$ cat config.mk
export PLATFORM = sky130hd
export DESIGN_NAME = calendar_clock_tick
export DESIGN_NICKNAME = d
export VERILOG_FILES = /design/src/hdl/ctk_pkg.sv /design/src/hdl/ctk_front.sv /design/src/hdl/ctk_divide.sv /design/src/hdl/ctk_update.sv /design/src/hdl/calendar_clock_tick.sv
export SDC_FILE = /design/constraint.sdc
export NUM_CORES = 1
export LEC_CHECK = 0
export ABC_CLOCK_PERIOD_IN_PS = 16000
export BUFFER_PORTS_ARGS = -buffer_cell sky130_fd_sc_hd__buf_2
export CORE_MARGIN = 2
export CORE_UTILIZATION = 44
export CTS_BUF_LIST = sky130_fd_sc_hd__clkbuf_4 sky130_fd_sc_hd__clkbuf_8
export DETAILED_ROUTE_END_ITERATION = 7
export REMOVE_ABC_BUFFERS = 1
export SYNTH_ARGS = -nofsm -noshare
export SYNTH_HDL_FRONTEND = slang
export SYNTH_SLANG_ARGS = --single-unit
$ cat constraint.sdc
create_clock -name clock -period 16 [get_ports clock]
set_input_delay 4.8 -clock clock [delete_from_list [all_inputs] [get_ports clock]]
set_output_delay 4.8 -clock clock [all_outputs]
set_load 0.005 [all_outputs]
$ cat src/hdl/ctk_pkg.sv
// ----------------------------------------------------------------------------
// ctk_pkg
// Shared types, constants and helper functions for the calendar clock tick.
// ----------------------------------------------------------------------------
package ctk_pkg;

   // uptime counter width, fixed by the transaction format
   localparam int UPTIME_BITS  = 40;

   localparam int MS_PER_SEC   = 1000;
   localparam int MAX_SEC_STEP = 255;
   // elapsed ms at or above this always gives the clamped second step
   localparam int SAT_MS       = MAX_SEC_STEP * MS_PER_SEC;

   // residue folding for ms mod 125: 2^7 = 128 = 3 (mod 125)
   localparam int FOLD_CHUNK   = 7;
   localparam int FOLD_CHUNKS  = (UPTIME_BITS + FOLD_CHUNK - 1) / FOLD_CHUNK;
   localparam int FOLD_BITS    = FOLD_CHUNKS * FOLD_CHUNK;
   localparam int FOLD_W       = 18;
   localparam int FOLD_BASE    = 3;
   localparam int ODD_PART     = 125;
   // inverse of 125 modulo 256, used for the exact division by 1000
   localparam int INV125       = 213;
   localparam int ELAPSED_LO_W = 11;

   // year / 400 by reciprocal multiply, exact for 14-bit years
   localparam int YEAR_W       = 14;
   localparam int Y400_RECIP   = 20972;
   localparam int Y400_SHIFT   = 23;
   localparam int Y400_PROD_W  = 29;
   localparam int Y400_Q_W     = 6;

   // change mask bit positions
   localparam int CHG_SEC   = 0;
   localparam int CHG_MIN   = 1;
   localparam int CHG_HOUR  = 2;
   localparam int CHG_DAY   = 3;
   localparam int CHG_MONTH = 4;
   localparam int CHG_YEAR  = 5;

   typedef enum logic {
      OP_TICK = 1'b0,
      OP_LOAD = 1'b1
   } ctk_op_type;

   typedef struct packed {
      ctk_op_type             op;
      logic [UPTIME_BITS-1:0] uptime_ms;
      logic [13:0]            new_year;
      logic [3:0]             new_month;
      logic [4:0]             new_day;
      logic [4:0]             new_hour;
      logic [5:0]             new_minute;
      logic [5:0]             new_second;
      logic [2:0]             new_week;
   } ctk_req_type;

   typedef struct packed {
      logic [13:0] year;
      logic [3:0]  month;
      logic [5:0]  day;
      logic [4:0]  hour;
      logic [5:0]  minute;
      logic [5:0]  second;
      logic [2:0]  week;
      logic [5:0]  change_mask;
      logic        day_rolled;
   } ctk_rsp_type;

   typedef struct packed {
      logic [13:0] year;
      logic [3:0]  month;
      logic [4:0]  day;
      logic [4:0]  hour;
      logic [5:0]  minute;
      logic [5:0]  second;
      logic [2:0]  week;
   } ctk_load_type;

   typedef struct packed {
      ctk_op_type             op;
      ctk_load_type           load;
      logic [UPTIME_BITS-1:0] elapsed;
   } ctk_s1_type;

   typedef struct packed {
      ctk_op_type              op;
      ctk_load_type            load;
      logic [FOLD_W-1:0]       fold_sum;
      logic [ELAPSED_LO_W-1:0] elapsed_lo;
      logic                    sat;
      logic [Y400_Q_W-1:0]     year_q;
   } ctk_s2_type;

   typedef struct packed {
      ctk_op_type   op;
      ctk_load_type load;
      logic [8:0]   year_mod;
      logic [9:0]   rem_ms;
      logic [7:0]   secs;
      logic         sat;
   } ctk_s3_type;

   // weight of 7-bit chunk idx in the mod 125 fold: 3^idx mod 125
   function automatic logic [6:0] fold_weight(input int idx);
      int w;
      w = 1;
      for (int i = 0; i < idx; i++) begin
         w = (w * FOLD_BASE) % ODD_PART;
      end
      return 7'(w);
   endfunction

   // days in a month; anything outside 1..12 follows the february rule
   function automatic logic [4:0] month_len(input logic [3:0] month, input logic leap);
      logic [4:0] len;
      unique case (month)
         4'd1, 4'd3, 4'd5, 4'd7, 4'd8, 4'd10, 4'd12: len = 5'd31;
         4'd4, 4'd6, 4'd9, 4'd11:                    len = 5'd30;
         default:                                    len = leap ? 5'd29 : 5'd28;
      endcase
      return len;
   endfunction

endpackage

$ cat src/hdl/ctk_front.sv
// ----------------------------------------------------------------------------
// ctk_front
// Input register: captures a transaction and the ms elapsed since last tick.
// ----------------------------------------------------------------------------
module ctk_front (
   input  logic                clock,
   input  logic                reset,
   input  logic                in_valid,
   output logic                in_ready,
   input  ctk_pkg::ctk_req_type in_data,
   output logic                out_valid,
   input  logic                out_ready,
   output ctk_pkg::ctk_s1_type  out_data
);

   logic                            valid_ff, valid_in;
   ctk_pkg::ctk_s1_type             data_ff, data_in;
   logic [ctk_pkg::UPTIME_BITS-1:0] last_ff, last_in;

   assign in_ready  = !valid_ff || out_ready;
   assign out_valid = valid_ff;
   assign out_data  = data_ff;

   always_comb begin
      valid_in = valid_ff;
      data_in  = data_ff;
      last_in  = last_ff;
      if (in_ready) begin
         valid_in = in_valid;
         if (in_valid) begin
            data_in.op         = in_data.op;
            data_in.load.year  = in_data.new_year;
            data_in.load.month = in_data.new_month;
            data_in.load.day   = in_data.new_day;
            data_in.load.hour  = in_data.new_hour;
            data_in.load.minute = in_data.new_minute;
            data_in.load.second = in_data.new_second;
            data_in.load.week  = in_data.new_week;
            // wraps modulo the counter width on a backward uptime
            data_in.elapsed    = in_data.uptime_ms - last_ff;
            if (in_data.op == ctk_pkg::OP_TICK) begin
               last_in = in_data.uptime_ms;
            end
         end
      end
   end

   always_ff @(posedge clock) begin
      if (reset) begin
         valid_ff <= 1'b0;
         last_ff  <= '0;
      end else begin
         valid_ff <= valid_in;
         last_ff  <= last_in;
      end
   end

   always_ff @(posedge clock) begin
      data_ff <= data_in;
   end

endmodule

$ cat src/hdl/ctk_divide.sv
// ----------------------------------------------------------------------------
// ctk_divide
// Two stages splitting elapsed ms into whole seconds and a ms remainder,
// plus the year mod 400 used for the leap rule after a load.
// ----------------------------------------------------------------------------
module ctk_divide (
   input  logic               clock,
   input  logic               reset,
   input  logic               in_valid,
   output logic               in_ready,
   input  ctk_pkg::ctk_s1_type in_data,
   output logic               out_valid,
   input  logic               out_ready,
   output ctk_pkg::ctk_s3_type out_data
);

   logic                s2_valid_ff, s2_valid_in;
   ctk_pkg::ctk_s2_type s2_ff, s2_in;
   logic                s3_valid_ff, s3_valid_in;
   ctk_pkg::ctk_s3_type s3_ff, s3_in;
   logic                s2_ready;

   logic [ctk_pkg::FOLD_BITS-1:0]   padded;
   logic [ctk_pkg::FOLD_W-1:0]      fold_acc;
   logic [ctk_pkg::Y400_PROD_W-1:0] year_prod;

   logic [12:0] fold_t1;
   logic [8:0]  fold_t2;
   logic [6:0]  mod125;
   logic [2:0]  crt_k;
   logic [9:0]  rem;
   logic [10:0] whole_ms;

   assign s2_ready  = !s3_valid_ff || out_ready;
   assign in_ready  = !s2_valid_ff || s2_ready;
   assign out_valid = s3_valid_ff;
   assign out_data  = s3_ff;

   // stage 2: fold elapsed into a small residue sum, clamp check, year / 400
   always_comb begin
      padded   = ctk_pkg::FOLD_BITS'(in_data.elapsed);
      fold_acc = '0;
      for (int i = 0; i < ctk_pkg::FOLD_CHUNKS; i++) begin
         fold_acc = fold_acc
                  + ctk_pkg::FOLD_W'(padded[i*ctk_pkg::FOLD_CHUNK +: ctk_pkg::FOLD_CHUNK])
                  * ctk_pkg::FOLD_W'(ctk_pkg::fold_weight(i));
      end
      year_prod = ctk_pkg::Y400_PROD_W'(in_data.load.year)
                * ctk_pkg::Y400_PROD_W'(ctk_pkg::Y400_RECIP);

      s2_valid_in = s2_valid_ff;
      s2_in       = s2_ff;
      if (in_ready) begin
         s2_valid_in       = in_valid;
         s2_in.op          = in_data.op;
         s2_in.load        = in_data.load;
         s2_in.fold_sum    = fold_acc;
         s2_in.elapsed_lo  = in_data.elapsed[ctk_pkg::ELAPSED_LO_W-1:0];
         s2_in.sat         = in_data.elapsed >= ctk_pkg::UPTIME_BITS'(ctk_pkg::SAT_MS);
         s2_in.year_q      = year_prod[ctk_pkg::Y400_SHIFT +: ctk_pkg::Y400_Q_W];
      end
   end

   // stage 3: finish mod 125, rebuild mod 1000, exact quotient mod 256
   always_comb begin
      fold_t1 = 13'(s2_ff.fold_sum[ctk_pkg::FOLD_W-1:7]) * 13'd3 + 13'(s2_ff.fold_sum[6:0]);
      fold_t2 = 9'(fold_t1[12:7]) * 9'd3 + 9'(fold_t1[6:0]);
      priority if (fold_t2 >= 9'd250) begin
         mod125 = 7'(fold_t2 - 9'd250);
      end else if (fold_t2 >= 9'd125) begin
         mod125 = 7'(fold_t2 - 9'd125);
      end else begin
         mod125 = 7'(fold_t2);
      end
      // pick the multiple of 125 that matches elapsed mod 8 (5 is its own inverse)
      crt_k    = 3'((s2_ff.elapsed_lo[2:0] - mod125[2:0]) * 3'd5);
      rem      = 10'(mod125) + 10'(crt_k) * 10'd125;
      whole_ms = s2_ff.elapsed_lo - 11'(rem);

      s3_valid_in = s3_valid_ff;
      s3_in       = s3_ff;
      if (s2_ready) begin
         s3_valid_in    = s2_valid_ff;
         s3_in.op       = s2_ff.op;
         s3_in.load     = s2_ff.load;
         s3_in.rem_ms   = rem;
         s3_in.secs     = 8'(whole_ms[10:3] * 8'(ctk_pkg::INV125));
         s3_in.sat      = s2_ff.sat;
         s3_in.year_mod = 9'(s2_ff.load.year
                         - ctk_pkg::YEAR_W'(s2_ff.year_q) * ctk_pkg::YEAR_W'(400));
      end
   end

   always_ff @(posedge clock) begin
      if (reset) begin
         s2_valid_ff <= 1'b0;
         s3_valid_ff <= 1'b0;
      end else begin
         s2_valid_ff <= s2_valid_in;
         s3_valid_ff <= s3_valid_in;
      end
   end

   always_ff @(posedge clock) begin
      s2_ff <= s2_in;
      s3_ff <= s3_in;
   end

endmodule

$ cat src/hdl/ctk_update.sv
// ----------------------------------------------------------------------------
// ctk_update
// Clock and calendar state with carry chain, and the result register.
// ----------------------------------------------------------------------------
module ctk_update (
   input  logic                clock,
   input  logic                reset,
   input  logic                in_valid,
   output logic                in_ready,
   input  ctk_pkg::ctk_s3_type  in_data,
   output logic                out_valid,
   input  logic                out_stall,
   output ctk_pkg::ctk_rsp_type out_data
);

   logic [5:0]  second_ff, second_in;
   logic [5:0]  minute_ff, minute_in;
   logic [4:0]  hour_ff, hour_in;
   logic [5:0]  day_ff, day_in;
   logic [3:0]  month_ff, month_in;
   logic [13:0] year_ff, year_in;
   logic [2:0]  week_ff, week_in;
   logic [8:0]  ymod_ff, ymod_in;
   logic [9:0]  subms_ff, subms_in;

   logic                 rsp_valid_ff, rsp_valid_in;
   ctk_pkg::ctk_rsp_type rsp_ff, rsp_in;

   logic        fire;
   logic [10:0] sub_sum;
   logic        sub_carry;
   logic [8:0]  secs_c;
   logic [7:0]  step;
   logic [8:0]  s_sum;
   logic [2:0]  min_add;
   logic        min_carry, hour_carry, day_carry, month_carry, year_carry;
   logic [6:0]  mi_sum;
   logic [5:0]  h_sum;
   logic [6:0]  d_sum;
   logic [4:0]  mo_sum;
   logic [3:0]  w_sum;
   logic        leap;
   logic [5:0]  mask;

   assign in_ready  = !rsp_valid_ff || !out_stall;
   assign fire      = in_valid && in_ready;
   assign out_valid = rsp_valid_ff;
   assign out_data  = rsp_ff;

   always_comb begin
      sub_sum   = 11'(subms_ff) + 11'(in_data.rem_ms);
      sub_carry = sub_sum >= 11'(ctk_pkg::MS_PER_SEC);
      secs_c    = 9'(in_data.secs) + 9'(sub_carry);
      if (in_data.sat || secs_c > 9'(ctk_pkg::MAX_SEC_STEP)) begin
         step = 8'(ctk_pkg::MAX_SEC_STEP);
      end else begin
         step = secs_c[7:0];
      end

      s_sum = 9'(second_ff) + 9'(step);
      priority if (s_sum >= 9'd300) begin
         min_add = 3'd5;
      end else if (s_sum >= 9'd240) begin
         min_add = 3'd4;
      end else if (s_sum >= 9'd180) begin
         min_add = 3'd3;
      end else if (s_sum >= 9'd120) begin
         min_add = 3'd2;
      end else if (s_sum >= 9'd60) begin
         min_add = 3'd1;
      end else begin
         min_add = 3'd0;
      end
      min_carry = min_add != 3'd0;

      mi_sum     = 7'(minute_ff) + 7'(min_add);
      hour_carry = min_carry && mi_sum > 7'd59;
      h_sum      = 6'(hour_ff) + 6'd1;
      day_carry  = hour_carry && h_sum > 6'd23;

      leap = (ymod_ff[1:0] == 2'd0) && (ymod_ff != 9'd100) && (ymod_ff != 9'd200)
          && (ymod_ff != 9'd300);
      d_sum       = 7'(day_ff) + 7'd1;
      month_carry = day_carry && d_sum > 7'(ctk_pkg::month_len(month_ff, leap));
      mo_sum      = 5'(month_ff) + 5'd1;
      year_carry  = month_carry && mo_sum > 5'd12;
      w_sum       = 4'(week_ff) + 4'd1;

      second_in = second_ff;
      minute_in = minute_ff;
      hour_in   = hour_ff;
      day_in    = day_ff;
      month_in  = month_ff;
      year_in   = year_ff;
      week_in   = week_ff;
      ymod_in   = ymod_ff;
      subms_in  = subms_ff;
      mask      = '0;

      if (in_data.op == ctk_pkg::OP_LOAD) begin
         second_in = in_data.load.second;
         minute_in = in_data.load.minute;
         hour_in   = in_data.load.hour;
         day_in    = 6'(in_data.load.day);
         month_in  = in_data.load.month;
         year_in   = in_data.load.year;
         week_in   = in_data.load.week;
         ymod_in   = in_data.year_mod;
      end else begin
         subms_in  = sub_carry ? 10'(sub_sum - 11'(ctk_pkg::MS_PER_SEC)) : 10'(sub_sum);
         second_in = 6'(s_sum - 9'(min_add) * 9'd60);
         mask[ctk_pkg::CHG_SEC] = 1'b1;
         if (min_carry) begin
            minute_in = hour_carry ? 6'(mi_sum - 7'd60) : 6'(mi_sum);
            mask[ctk_pkg::CHG_MIN] = 1'b1;
         end
         if (hour_carry) begin
            hour_in = day_carry ? 5'd0 : h_sum[4:0];
            mask[ctk_pkg::CHG_HOUR] = 1'b1;
         end
         if (day_carry) begin
            mask[ctk_pkg::CHG_DAY] = 1'b1;
            week_in = (w_sum > 4'd6) ? 3'd0 : w_sum[2:0];
            day_in  = month_carry ? 6'd1 : d_sum[5:0];
         end
         if (month_carry) begin
            mask[ctk_pkg::CHG_MONTH] = 1'b1;
            month_in = year_carry ? 4'd1 : mo_sum[3:0];
         end
         if (year_carry) begin
            mask[ctk_pkg::CHG_YEAR] = 1'b1;
            year_in = year_ff + 14'd1;
            // the 14-bit wrap lands on year 0, which is a multiple of 400
            if (year_ff == '1 || ymod_ff == 9'd399) begin
               ymod_in = 9'd0;
            end else begin
               ymod_in = ymod_ff + 9'd1;
            end
         end
      end

      rsp_valid_in = rsp_valid_ff;
      rsp_in       = rsp_ff;
      if (in_ready) begin
         rsp_valid_in       = in_valid;
         rsp_in.year        = year_in;
         rsp_in.month       = month_in;
         rsp_in.day         = day_in;
         rsp_in.hour        = hour_in;
         rsp_in.minute      = minute_in;
         rsp_in.second      = second_in;
         rsp_in.week        = week_in;
         rsp_in.change_mask = mask;
         rsp_in.day_rolled  = mask[ctk_pkg::CHG_DAY];
      end
   end

   always_ff @(posedge clock) begin
      if (reset) begin
         rsp_valid_ff <= 1'b0;
         second_ff    <= '0;
         minute_ff    <= '0;
         hour_ff      <= '0;
         day_ff       <= '0;
         month_ff     <= '0;
         year_ff      <= '0;
         week_ff      <= '0;
         ymod_ff      <= '0;
         subms_ff     <= '0;
      end else begin
         rsp_valid_ff <= rsp_valid_in;
         if (fire) begin
            second_ff <= second_in;
            minute_ff <= minute_in;
            hour_ff   <= hour_in;
            day_ff    <= day_in;
            month_ff  <= month_in;
            year_ff   <= year_in;
            week_ff   <= week_in;
            ymod_ff   <= ymod_in;
            subms_ff  <= subms_in;
         end
      end
   end

   always_ff @(posedge clock) begin
      rsp_ff <= rsp_in;
   end

endmodule

$ cat src/hdl/calendar_clock_tick.sv
// ----------------------------------------------------------------------------
// calendar_clock_tick - real-time calendar counter with gregorian rollover
// path: a transaction is registered in the front, fold, split and result registers
// throughput: one transaction per cycle when the result side does not stall, as the state update is combinational
// reset: synchronous, clears the date, time, last uptime and ms remainder
// ----------------------------------------------------------------------------
module calendar_clock_tick (
   input  logic                 clock,
   input  logic                 reset,
   // input transactions: uptime tick or date/time load
   input  logic                 req_valid,
   output logic                 req_stall,
   input  ctk_pkg::ctk_req_type  req_data,
   // one result transaction per input transaction
   output logic                 rsp_valid,
   input  logic                 rsp_stall,
   output ctk_pkg::ctk_rsp_type rsp_data
);

   // pipeline: front register (elapsed ms) -> fold stage -> split stage
   //           -> calendar update and result register
   logic                front_valid, front_ready;
   ctk_pkg::ctk_s1_type front_data;
   logic                div_valid, div_ready;
   ctk_pkg::ctk_s3_type div_data;
   logic                upd_ready;

   // each stage takes a new transaction when empty or when its successor moves
   assign req_stall = !front_ready;

   // front: registers the transaction and the ms since the previous tick;
   // loads leave the remembered uptime alone
   ctk_front u_front (
      .clock     (clock),
      .reset     (reset),
      .in_valid  (req_valid),
      .in_ready  (front_ready),
      .in_data   (req_data),
      .out_valid (front_valid),
      .out_ready (div_ready),
      .out_data  (front_data)
   );

   // divide: elapsed ms into whole seconds (mod 256, with a clamp flag) and a
   // ms remainder, without a divider; also year mod 400 for loaded years
   ctk_divide u_divide (
      .clock     (clock),
      .reset     (reset),
      .in_valid  (front_valid),
      .in_ready  (div_ready),
      .in_data   (front_data),
      .out_valid (div_valid),
      .out_ready (upd_ready),
      .out_data  (div_data)
   );

   // update: remainder carry, second clamp, then second -> minute -> hour ->
   // day/weekday -> month -> year carries, all combinational for each transaction
   ctk_update u_update (
      .clock     (clock),
      .reset     (reset),
      .in_valid  (div_valid),
      .in_ready  (upd_ready),
      .in_data   (div_data),
      .out_valid (rsp_valid),
      .out_stall (rsp_stall),
      .out_data  (rsp_data)
   );

`ifndef SYNTHESIS
   // back pressure at the input only happens when the whole pipe is full
   // and the result is held
   assert property (@(posedge clock) disable iff (reset)
      req_stall |-> (rsp_valid && rsp_stall && div_valid && front_valid))
      else $error("input stalled while the pipeline has room");

   // a day rollover always wraps the hour to zero and flags hour and day
   assert property (@(posedge clock) disable iff (reset)
      (rsp_valid && rsp_data.day_rolled) |->
         (rsp_data.hour == 5'd0 && rsp_data.change_mask[ctk_pkg::CHG_HOUR]
          && rsp_data.change_mask[ctk_pkg::CHG_DAY]))
      else $error("day rollover without hour wrap");

   // a month carry restarts the day at 1 and only happens on a rollover
   assert property (@(posedge clock) disable iff (reset)
      (rsp_valid && rsp_data.change_mask[ctk_pkg::CHG_MONTH]) |->
         (rsp_data.day == 6'd1 && rsp_data.day_rolled))
      else $error("month carry with bad day");
`endif

endmodule

==> results.yml <==
sta:
  setup_viol: 0
  hold_violations: 0
  rsz0062_at_grt: "false"
  drv_slew: 0
  tightest_slew_ns: 1.078
  fmax_mhz: 80.25
  final.min_clock_period_ns: 12.46
  hold_ws_ns: 0.4121
  relSlewSlack: 0.2813
  timing.setup.tns_ns: 0
  fin_skew_ns: 0.03901
  period_share: 0.7789
clock_network:
  cts_tree: "built"
  clk_pin_slew_worst_paths_ns: 0.06
  holdBufCountCts: 0
  post_cts_buffers: 0
  cts_max_level: 3
  clockBufferDepth: 3
  cts_root_buffer: "clkbuf_8"
  numCtsBuffers: 72
  clock-sinks: 386
  post_cts_resize_count: 0
  clock_latency_ns: 0.67
synth:
  yosys.area_share.adder: 0.2763
  async_reset_ff_frac: 0
  yosys.area.top_type: "edfxtp_1"
  syn_inst: 2682
  synth-xor-area-share: 0.04646
  syn_avg_cell_area_um2: 10.32
  synth_area_leaders: "edfxtp_1 30%, ha_1 16%, fa_1 11%"
  ys_seq_area_frac: 0.3800
  synthMuxAreaShare: 0.01116
  synth_area_um2: 27680
  synth-simple-area-share: 0.09785
  synth_compound_area_frac: 0.1242
  synth_ff_type: "edfxtp_1"
  synth_commonest_cells: "393 x inv_1, 357 x ha_1, 279 x edfxtp_1"
  ys_ff_latch: 386
  yosysMostFrequentCell: "inv_1"
  synth_edf_count: 279
  yosys.cell_types.count: 83
  yosysWarningCount: 0
  synth_top_family_by_area: "adder cells"
  synth_top_area_frac: 0.3026
route:
  final_antenna_net_count: 0
  firstDrtPassIters: 5
  routedWlPerCell_um: 15.97
  viasPerCell: 5.147
  remaining_drc_errors: 0
  dr.first_iter.drc_count: 819
  wl_mm: 59.62
  vias: 19220
final_layout:
  fin_cells: 3734
  fill_cells: 5688
  drive_gt1_frac: 0.1060
  area_growth_pct: 11.08
  num-nets-final: 3442
place:
  dp_hpwl_mm: 45.32
  io_buffers: 140
  globalplace.congestion: 0.8834
  dp_cells: 3601
run:
  drv_cap: 0
floorplanning:
  std_cell_rows: 91
  initial_core_util: 0.4470
  io_pins: 141
  dieArea_um2: 64940
  die_y_um: 254.8
  coreArea_um2: 61940
  die_x_um: 254.8
global_route:
  grt-ovfl-total: 0
  grt_antenna_before_repair: 1
  grt_pass1_wl_mm: 97.93
  grt_max_degree: 72
  grt_usage: 0.1879
  first_global_vias: 19630
worst_setup_path:
  slowest_delay_ns: 0.61
  critPathSlowestCell: "fa_1"
  setup.worst_path.start_class: "register"
  cp_common_cell: "ha_1"
  worstRegToRegCells: 52
  cp.required_ns: 16.38
  worst-setup-path-type: "register to register"
  path_max_fanout: 6
  arrival_ns: 12.84
  worst_setup_path_end_kind: "register"
outcome:
  status: "finished, final reports clean"
worst_hold_path:
  hold_class: "register to register"
  whs_path_depth: 0
-- layout make-up --
cell class / instances / area [um^2] / area share
inverters: 395 / 1483 / 0.04821
repair buffers: 154 / 808.3 / 0.02628
clock inverters: 27 / 210.2 / 0.006835
clock buffers: 105 / 1264 / 0.04109
flip-flops and latches: 386 / 10520 / 0.3421
multi-input cells: 1829 / 15420 / 0.5013
diodes: 1 / 2.502 / 0.00008137
well taps: 837 / 1047 / 0.03405
-- cell families (layout without fill, tap and decap cells) --
family,after synthesis,in the layout
AO/OA/AOI/OAI,549,549
multiplexers,30,30
other,0,1
adder cells (fa/ha/maj),516,516
XOR/XNOR,146,146
AND/OR/NAND/NOR,588,588
buffers and inverters,467,681
flip-flops,386,386
-- registers in the layout (all words and copies together), names as in the netlist, 3 cells and up --
name / cells
u_update.month_ff: 4
u_update.year_ff: 14
u_front.last_ff: 40
u_update.subms_ff: 10
u_update.hour_ff: 5
u_update.minute_ff: 6
u_update.week_ff: 3
u_update.ymod_ff: 9
u_update.second_ff: 6
u_update.day_ff: 6
u_update.out_data: 50
u_divide.s2_ff: 77
u_divide.out_data: 68
u_front.out_data: 84
-- critical path, delay by kind of cell (launching register included) --
kind            cells  cell delay, ns
flops               1            0.40
simple gates        7            1.07
fa+ha+maj          18            6.33
compound gates     11            1.95
buf+inv             6            0.43
xor+xnor           10            2.03
-- per-layer routing --
layer  wire length [um]  GRT usage  vias up
li1                   -          -     9573
met1              25710     0.2280     9236
met2              30180     0.3394      312
met3               2180    0.03102       99
met4               1544    0.05965        0
met5                  0          0        -
-- per-stage QoR --
stage | utilization | worst slack (ns) | cell area, um^2
after floorplan | - | 4.545 | 27400
after global placement | 0.4726 | 3.712 | 29280
after detailed placement | 0.4726 | 3.489 | 29280
after CTS | 0.4964 | 3.431 | 30750
after global routing | 0.4965 | 2.638 | 30750
final | 0.4965 | 3.538 | 30750
-- layout by cell type (no fill, tap or decap), types with 8 or more instances in the layout --
cell type / synthesis / final
nand2b_1: 19 / 19
clkbuf_4: 0 / 29
a211oi_1: 10 / 10
nor2b_1: 25 / 25
a22oi_1: 18 / 18
or4_1: 8 / 8
fa_1: 159 / 159
o31ai_1: 10 / 10
ha_1: 357 / 357
buf_4: 1 / 15
o21a_1: 22 / 22
mux2i_1: 23 / 23
nor2_1: 138 / 137
inv_1: 393 / 392
buf_2: 6 / 139
and3_1: 20 / 20
or3_1: 12 / 12
o21bai_1: 26 / 26
o21ai_1: 8 / 8
nand4_1: 13 / 13
nor3_1: 37 / 36
nor3b_1: 8 / 8
nor4_1: 8 / 8
xor2_1: 41 / 41
and2_1: 12 / 12
edfxtp_1: 279 / 279
nand2_1: 237 / 234
clkinv_1: 1 / 15
dfxtp_1: 107 / 107
xnor2_1: 104 / 104
nand3_1: 34 / 34
a21oi_1: 192 / 192
a31oi_1: 18 / 18
a21o_1: 46 / 46
o21ai_0: 122 / 122
clkbuf_8: 0 / 76
a311oi_1: 9 / 9
-- final timing paths --
kind / start / endpoint / slack, ns
worst min-delay path: u_divide.s2_ff[55]$_DFFE_PP_ / u_divide.out_data[47]$_DFFE_PP_ / 0.41
worst max-delay path: u_divide.s2_ff[19]$_DFFE_PP_ / u_divide.out_data[8]$_DFFE_PP_ / 3.54
worst max register to register: u_divide.s2_ff[19]$_DFFE_PP_ / u_divide.out_data[8]$_DFFE_PP_ / 3.54
worst min register to register: u_divide.s2_ff[55]$_DFFE_PP_ / u_divide.out_data[47]$_DFFE_PP_ / 0.41
Power is left out: the tool's default activity adds up to more than one toggle a clock period on the data nets, which glitch-free logic cannot reach.
